--- src/rtl/fpa_pkg.sv ---
// ----------------------------------------------------------------------------
// fpa_pkg
// Shared widths, opcodes and pipeline word types for the Q24.8 ALU.
// ----------------------------------------------------------------------------
package fpa_pkg;

    localparam int DW         = 32;
    localparam int FB         = 8;
    localparam int NUMW       = DW + FB;
    localparam int DIV_STEP   = 4;
    localparam int DIV_STAGES = NUMW / DIV_STEP;

    typedef enum logic [2:0] {
        OP_ADD = 3'd0,
        OP_SUB = 3'd1,
        OP_MUL = 3'd2,
        OP_DIV = 3'd3,
        OP_CMP = 3'd4,
        OP_MIN = 3'd5,
        OP_MAX = 3'd6
    } op_t;

    // restoring divider state
    typedef struct packed {
        logic [DW-1:0]   rem;
        logic [NUMW-1:0] num;
        logic [DW-1:0]   quo;
        logic [DW-1:0]   den;
    } div_t;

    // everything that rides alongside the divider
    typedef struct packed {
        logic [2:0]    op;
        logic [DW-1:0] res;
        logic [DW-1:0] mul;
        logic          neg;
        logic          gt;
        logic          lt;
        logic          eq;
        logic          dz;
    } side_t;

endpackage

--- src/rtl/fpa_div_stage.sv ---
// ----------------------------------------------------------------------------
// fpa_div_stage
// One registered stage of the unsigned restoring divider, DIV_STEP bits.
// ----------------------------------------------------------------------------
module fpa_div_stage import fpa_pkg::*; (
    input  logic aclk,
    input  logic en,
    input  div_t d_in,
    output div_t d_out
);

    div_t d_reg;
    div_t d_next;

    always_comb begin
        logic [DW:0]     t;
        logic [DW:0]     diff;
        logic [DW-1:0]   r;
        logic [NUMW-1:0] n;
        logic [DW-1:0]   q;
        r = d_in.rem;
        n = d_in.num;
        q = d_in.quo;
        for (int i = 0; i < DIV_STEP; i++) begin
            t    = {r, n[NUMW-1]};
            n    = {n[NUMW-2:0], 1'b0};
            diff = t - {1'b0, d_in.den};
            if (!diff[DW]) begin
                r = diff[DW-1:0];
                q = {q[DW-2:0], 1'b1};
            end else begin
                r = t[DW-1:0];
                q = {q[DW-2:0], 1'b0};
            end
        end
        d_next.rem = r;
        d_next.num = n;
        d_next.quo = q;
        d_next.den = d_in.den;
    end

    always_ff @(posedge aclk) begin
        if (en) begin
            d_reg <= d_next;
        end
    end

    assign d_out = d_reg;

endmodule
--- config.mk ---
export PLATFORM = sky130hd
export DESIGN_NAME = fpa_div_stage
export DESIGN_NICKNAME = d
export VERILOG_FILES = /design/src/rtl/fpa_pkg.sv /design/src/rtl/fpa_div_stage.sv
export SDC_FILE = /design/constraint.sdc
export NUM_CORES = 1
export LEC_CHECK = 0
export ABC_AREA = 1
export BUFFER_PORTS_ARGS = -buffer_cell sky130_fd_sc_hd__buf_2
export CAP_MARGIN = 0
export CORE_ASPECT_RATIO = 1.25
export CORE_UTILIZATION = 45
export CTS_BUF_LIST = sky130_fd_sc_hd__clkbuf_2
export CTS_CLUSTER_DIAMETER = 40
export CTS_CLUSTER_SIZE = 25
export DETAILED_ROUTE_END_ITERATION = 12
export GPL_ROUTABILITY_DRIVEN = 0
export PLACE_DENSITY = 0.7
export SLEW_MARGIN = 20
export SYNTH_ARGS = -nofsm -noshare
export SYNTH_HDL_FRONTEND = slang
export SYNTH_SLANG_ARGS = --single-unit
--- constraint.sdc ---
create_clock -name aclk -period 10.58 [get_ports aclk]
set_input_delay 2.116 -clock aclk [delete_from_list [all_inputs] [get_ports aclk]]
set_output_delay 2.116 -clock aclk [all_outputs]
set_load 0.005 [all_outputs]
==> flow_summary.json, run 1 <==
{
  "utilization": 0.6616,
  "wl_per_cell_um": 15.39,
  "ys_seq_area_frac": 0.3026,
  "post_dp_cell_area_sq_um": 18510,
  "tightest_slew_ns": 0.9442,
  "clock_path_buffers": 2,
  "grt_pass1_wl_um": 69950,
  "setup_viol_count_final": 0,
  "largest_reg_flops": 132,
  "hold_viol": 0,
  "dp_hpwl_um": 38530,
  "drt-initial-drc-count": 754,
  "p_leak_nw": 9.752,
  "initial_core_util": 0.4598,
  "drtPass1Iterations": 7,
  "p_int_mw": 3.647,
  "crit_path_max_incr_delay_ns": 0.41,
  "drcViolationCount": 0,
  "multi_input_area_sq_um": 8162,
  "dieArea_sq_um": 29800,
  "maxCapViolCount": 0,
  "portBuffers": 265,
  "fillers": 2415,
  "ant_nets": 0,
  "synth_cell_types": 54,
  "synth_ff_type": "edfxtp_1",
  "max-vdd-ir-drop_uv": 317.1,
  "routed_wl_um": 44460,
  "p_per_area_nw_per_um2": 357.2,
  "cpMostUsedCell": "nand2_1",
  "relSlewSlack": 0.3705,
  "status": "finished clean",
  "io_pins": 274,
  "fmax_mhz": 98.78,
  "fp.dieH_um": 192.8,
  "ys_ff_latch": 132,
  "cts_tree": "yes",
  "setup_ws_ns": 0.4568,
  "critPathMaxFanout": 30,
  "clkTransAtPathRegs_ns": 0.23,
  "p_switching_mw": 3.086,
  "avgSynthCellArea_sq_um": 7.456,
  "yosys_warnings": 0,
  "crit_type": "input pin to flip-flop",
  "fin_crit_sh": 0.9568,
  "syn2layout_area_growth_pct": 43.88,
  "cts_buffers": 17,
  "hold_class": "input pin to flip-flop",
  "postCtsHoldBufs": 0,
  "crit_required_ns": 11.06,
  "worstSetupEndpointType": "flip-flop",
  "async_flop_share": 0,
  "clock-root-buffer": "clkbuf_2",
  "drive_gt1_frac": 0.3493,
  "die_x_um": 154.6,
  "post-route-min-period_ns": 10.12,
  "via_per_inst": 5.209,
  "grt_start_max_net_pins": 79,
  "combPwrFrac": 0.825,
  "synth_area_sq_um": 13100,
  "grt-ovfl-total": 0,
  "pwr-share-seq": 0.126,
  "cp_slowest_cell": "fa_1",
  "grt_pass1_vias": 14875,
  "critical_path.startpoint_type": "input pin",
  "regArea_sq_um": 3964,
  "worst_ep_arrival_time_ns": 10.60,
  "finalMaxSlewViolations": 0,
  "syn_inst": 1757,
  "sw_frac_of_total": 0.4584,
  "pwr-share-clk": 0.049,
  "pre_cts_ws_ns": -0.6429,
  "htreeDepth": 4,
  "grt.total_usage": 0.3009,
  "num_vias": 15044,
  "layout.nets": 2788,
  "final_cell_area_sq_um": 18850,
  "cts_sinks": 132,
  "antenna_found_initial": 3,
  "synth_edf_count": 132,
  "core_sq_um": 28490,
  "rows": 69
}
[power by group through the flow]
stage | Clock, mW | Combinational (mW) | Sequential [mW]
after floorplan | 0 | 3.10 | 0.870
after global placement | 0 | 5.31 | 0.858
after detailed placement | 0 | 5.44 | 0.859
after CTS | 0.346 | 5.45 | 0.847
after global routing | 0.361 | 6.11 | 0.853
final | 0.332 | 5.56 | 0.845
[cells in the mapped netlist, types with 3 or more instances]
master | number | share of area
ha_1 | 128 | 0.12
nand3_2 | 6 | 0.0046
buf_2 | 8 | 0.0031
nor3_1 | 28 | 0.011
a31oi_1 | 12 | 0.0057
nand2_4 | 4 | 0.0034
xnor2_1 | 48 | 0.032
nand2_2 | 10 | 0.0048
o21a_1 | 5 | 0.0029
buf_6 | 8 | 0.0069
a21oi_1 | 146 | 0.056
buf_4 | 14 | 0.0080
or2_2 | 7 | 0.0033
nand3_1 | 115 | 0.044
a21o_1 | 7 | 0.0040
fa_1 | 4 | 0.0061
nor2_1 | 125 | 0.036
o21bai_1 | 17 | 0.0097
o21ai_2 | 27 | 0.018
and2_1 | 3 | 0.0014
nand3_4 | 4 | 0.0053
inv_1 | 207 | 0.059
o211ai_1 | 4 | 0.0023
o21ai_1 | 29 | 0.011
nand3b_1 | 8 | 0.0046
edfxtp_1 | 132 | 0.30
nand2_1 | 450 | 0.13
a211oi_1 | 3 | 0.0017
nand4_1 | 11 | 0.0053
nor4_1 | 6 | 0.0029
a21boi_0 | 7 | 0.0040
xor2_1 | 62 | 0.041
o21ai_0 | 85 | 0.032
inv_2 | 3 | 0.00086
[area by class of cell]
| type | instances | area share |
|---|---|---|
| antenna | 2 | 0.0002655 |
| clock buffer | 18 | 0.004780 |
| clock inverter | 14 | 0.009426 |
| inverter | 210 | 0.04182 |
| multi-input combinational | 1385 | 0.4330 |
| sequential | 132 | 0.2103 |
| tap | 355 | 0.02357 |
| timing repair buffer | 772 | 0.2768 |
[per-stage QoR]
step                      setup TNS, ns  cells  hold WS (ns)  power (mW)
after floorplan                       0   1760         2.215       3.966
after global placement           -12.84   2853         2.292       6.165
after detailed placement         -20.66   2853         2.294       6.297
after CTS                             0   2885         1.421       6.645
after global routing          -0.007376   2888         1.452       7.318
final                                 0   2888         1.565       6.733
[cells in the final DEF, fill, tap and decap left out, drive strengths merged, types with 62 or more instances in the layout]
master,n
nand2,465
inv,213
xor2,62
nor2,126
edfxtp,132
buf,772
a21oi,148
ha,128
o21ai,141
nand3,125
[worst paths after layout]
check / startpoint / depth (start not counted) / end / slack, ns
worst max-delay path: d_in[103] / 58 / d_out[124] / 0.46
worst min-delay path: d_in[26] / 1 / d_out[26] / 1.57
[what timing repair did]
item                                    CTS  global route
endpoints found under the setup margin    0            33
hold endpoints to repair                  0             0
buffers inserted                          0             1
resized for setup                         0            24
[cells by family after synthesis]
family                     count (synthesis)  share of synthesized area
AOI/OAI and AO/OA                        353                     0.1553
xor gates and xnor gates                 110                    0.07354
adders and majority gates                132                     0.1284
buffers and inverters                    243                    0.07918
DFF                                      132                     0.3026
other                                      1                  0.0002863
and+or+nand+nor                          786                     0.2607
[worst max-delay path, delay by kind of cell]
kind                       cells  cell delay (ns)
and+or+nand+nor               25             2.91
AOI/OAI and AO/OA             13             2.15
buffers and inverters         15             1.85
adders and majority gates      5             1.55
[routing by layer]
metal | up-vias | share of wire | track usage
met5 | - | 0 | 0
met4 | 0 | 0.061 | 0.1988
li1 | 7480 | - | -
met1 | 6814 | 0.39 | 0.3222
met2 | 601 | 0.49 | 0.5503
met3 | 149 | 0.065 | 0.04514
Note: power is estimated with default switching activity, not from simulation.
==> inputs of run 2 (changes only) <==
--- a/config.mk
+++ b/config.mk
@@ -15,7 +15,7 @@
 export CTS_CLUSTER_SIZE = 25
 export DETAILED_ROUTE_END_ITERATION = 12
 export GPL_ROUTABILITY_DRIVEN = 0
-export PLACE_DENSITY = 0.7
+export PLACE_DENSITY = 0.68
 export SLEW_MARGIN = 20
 export SYNTH_ARGS = -nofsm -noshare
 export SYNTH_HDL_FRONTEND = slang
==> constraint.sdc (replaced) <==
create_clock -name aclk -period 10.6 [get_ports aclk]
set_input_delay 2.12 -clock aclk [delete_from_list [all_inputs] [get_ports aclk]]
set_output_delay 2.12 -clock aclk [all_outputs]
set_load 0.005 [all_outputs]
==> run 2 against run 1 <==
Effect of this change:
- sequential cell count unchanged
- highest routed layer unchanged
- largest cell class unchanged
- hold slack worse by 0.018 ns
- critical endpoint is now d_out[112]
- global-route usage down 0.20 points
==> flow_summary.json, run 2 (synthesized netlist as in run 1, its figures left out) <==
{
  "via_per_inst": 5.191,
  "cts_buffers": 17,
  "cts_tree": "yes",
  "grt.total_usage": 0.2990,
  "fillers": 2422,
  "worst_ep_arrival_time_ns": 10.58,
  "fmax_mhz": 99.18,
  "crit_path_max_incr_delay_ns": 0.38,
  "portBuffers": 265,
  "grt_pass1_vias": 14662,
  "grt_pass1_wl_um": 69280,
  "p_per_area_nw_per_um2": 354.0,
  "grt_start_max_net_pins": 86,
  "setup_viol_count_final": 0,
  "htreeDepth": 4,
  "io_pins": 274,
  "rows": 69,
  "max-vdd-ir-drop_uv": 217.2,
  "post_cts_buffers": 0,
  "fp.dieH_um": 192.8,
  "wl_per_cell_um": 15.40,
  "cp_slowest_cell": "fa_1",
  "syn2layout_area_growth_pct": 44.05,
  "critPathLaunch": "d_in[103]",
  "critPathMaxFanout": 31,
  "hold_class": "input pin to flip-flop",
  "crit_required_ns": 11.10,
  "status": "finished clean",
  "hold_start": "d_in[66]",
  "cpMostUsedCell": "nand2_1",
  "dp_hpwl_um": 38560,
  "p_leak_nw": 9.776,
  "crit_type": "input pin to flip-flop",
  "finalPower_mw": 6.679,
  "maxCapViolCount": 0,
  "clkTransAtPathRegs_ns": 0.21,
  "num_vias": 15023,
  "drtPass1Iterations": 8,
  "worstSetupEndpointType": "flip-flop",
  "die_x_um": 154.6,
  "drcViolationCount": 0,
  "hold_viol": 0,
  "final_common_cell": "buf_4",
  "dieArea_sq_um": 29800,
  "layout.nets": 2795,
  "antenna_found_initial": 2,
  "layout_common_cells": "buf_4, nand2_1, buf_2, inv_1, a21oi_1",
  "cts_sinks": 132,
  "fin_crit_sh": 0.9512,
  "regArea_sq_um": 3964,
  "clock_path_buffers": 2,
  "critical_path.startpoint_type": "input pin",
  "timing.setup.tns_ns": 0,
  "clock-root-buffer": "clkbuf_2",
  "drt-initial-drc-count": 788,
  "hold_end": "d_out[70]",
  "grt-ovfl-total": 0,
  "relSlewSlack": 0.3296,
  "post-route-min-period_ns": 10.08,
  "initial_core_util": 0.4598,
  "ant_nets": 0,
  "core_sq_um": 28490,
  "hold_depth": 1,
  "rsz0062_at_grt": "no",
  "finalMaxSlewViolations": 0,
  "routed_wl_um": 44580,
  "multi_input_area_sq_um": 8152,
  "tightest_slew_ns": 1.006,
  "largest_reg_flops": 132,
  "drive_gt1_frac": 0.3499
}
run 2: changes by cell type in the layout (fill, tap and decap cells not counted), moves of 2 or more:
cell | before | now
buf_4 | 500 | 504
a21oi_2 | 7 | 5
buf_12 | 6 | 8
o21ai_0 | 77 | 79
bufinv_16 | 3 | 1
a21oi_1 | 141 | 143
clkinv_2 | 1 | 3
run 2: worst max-delay path by stage:
| stage | end | slack (ns) | cells after the start |
|---|---|---|---|
| 6_report | d_out[112] | 0.52 | 59 |
| 2_1_floorplan | d_out[32] | 0.63 | 57 |
| 3_5_place_dp | d_out[107] | -0.56 | 58 |
| 4_1_cts | d_out[107] | 0.29 | 57 |
| 5_1_grt | d_out[106] | 0.005 | 60 |
| 3_3_place_gp | d_out[110] | -0.41 | 56 |
run 2: through the flow:
stage / worst slack [ns] / cells / hold slack (ns) / util / instance area (sq um)
2_1_floorplan: 0.6280 / 1760 / 2.219 / - / 13110
3_3_place_gp: -0.4107 / 2861 / 2.296 / 0.6528 / 18600
3_5_place_dp: -0.5614 / 2861 / 2.298 / 0.6528 / 18600
4_1_cts: 0.2894 / 2893 / 1.424 / 0.6605 / 18820
5_1_grt: 0.005379 / 2894 / 1.442 / 0.6624 / 18870
6_report: 0.5171 / 2894 / 1.547 / 0.6624 / 18870
run 2: timing repair:
item	in CTS	in global routing
endpoints found under the setup margin	0	33
hold buffers	0	0
gates resized for setup	0	22
run 2: per-layer routing:
| layer | track usage | vias up | share of wire |
|---|---|---|---|
| met1 | 0.3220 | 6795 | 0.39 |
| li1 | - | 7496 | - |
| met3 | 0.03795 | 136 | 0.059 |
| met4 | 0.1771 | 0 | 0.057 |
| met5 | 0 | - | 0 |
| met2 | 0.5590 | 596 | 0.50 |
run 2: worst max-delay path, delay by kind of cell:
kind	cells	cell delay (ns)
and+or+nand+nor	22	2.15
buffers and inverters	14	1.79
AOI/OAI and AO/OA	18	3.03
adders and majority gates	5	1.41
run 2: power by group:
| part | switching, mW | internal, mW | total [mW] | leakage [nW] |
|---|---|---|---|---|
| combinational | 2.85 | 2.71 | 5.56 | 8.35 |
| clock | 0.193 | 0.0876 | 0.281 | 0.131 |
| sequential | 0.0276 | 0.815 | 0.843 | 1.29 |
| total | 3.07 | 3.61 | 6.68 | 9.78 |
run 2: final cells by class:
cell class | instances | area share
multi-input combinational | 1385 | 0.4320
antenna | 1 | 0.0001326
clock buffer | 18 | 0.004774
timing repair buffer | 779 | 0.2808
tap | 355 | 0.02354
inverter | 210 | 0.04190
clock inverter | 14 | 0.006829
sequential | 132 | 0.2101
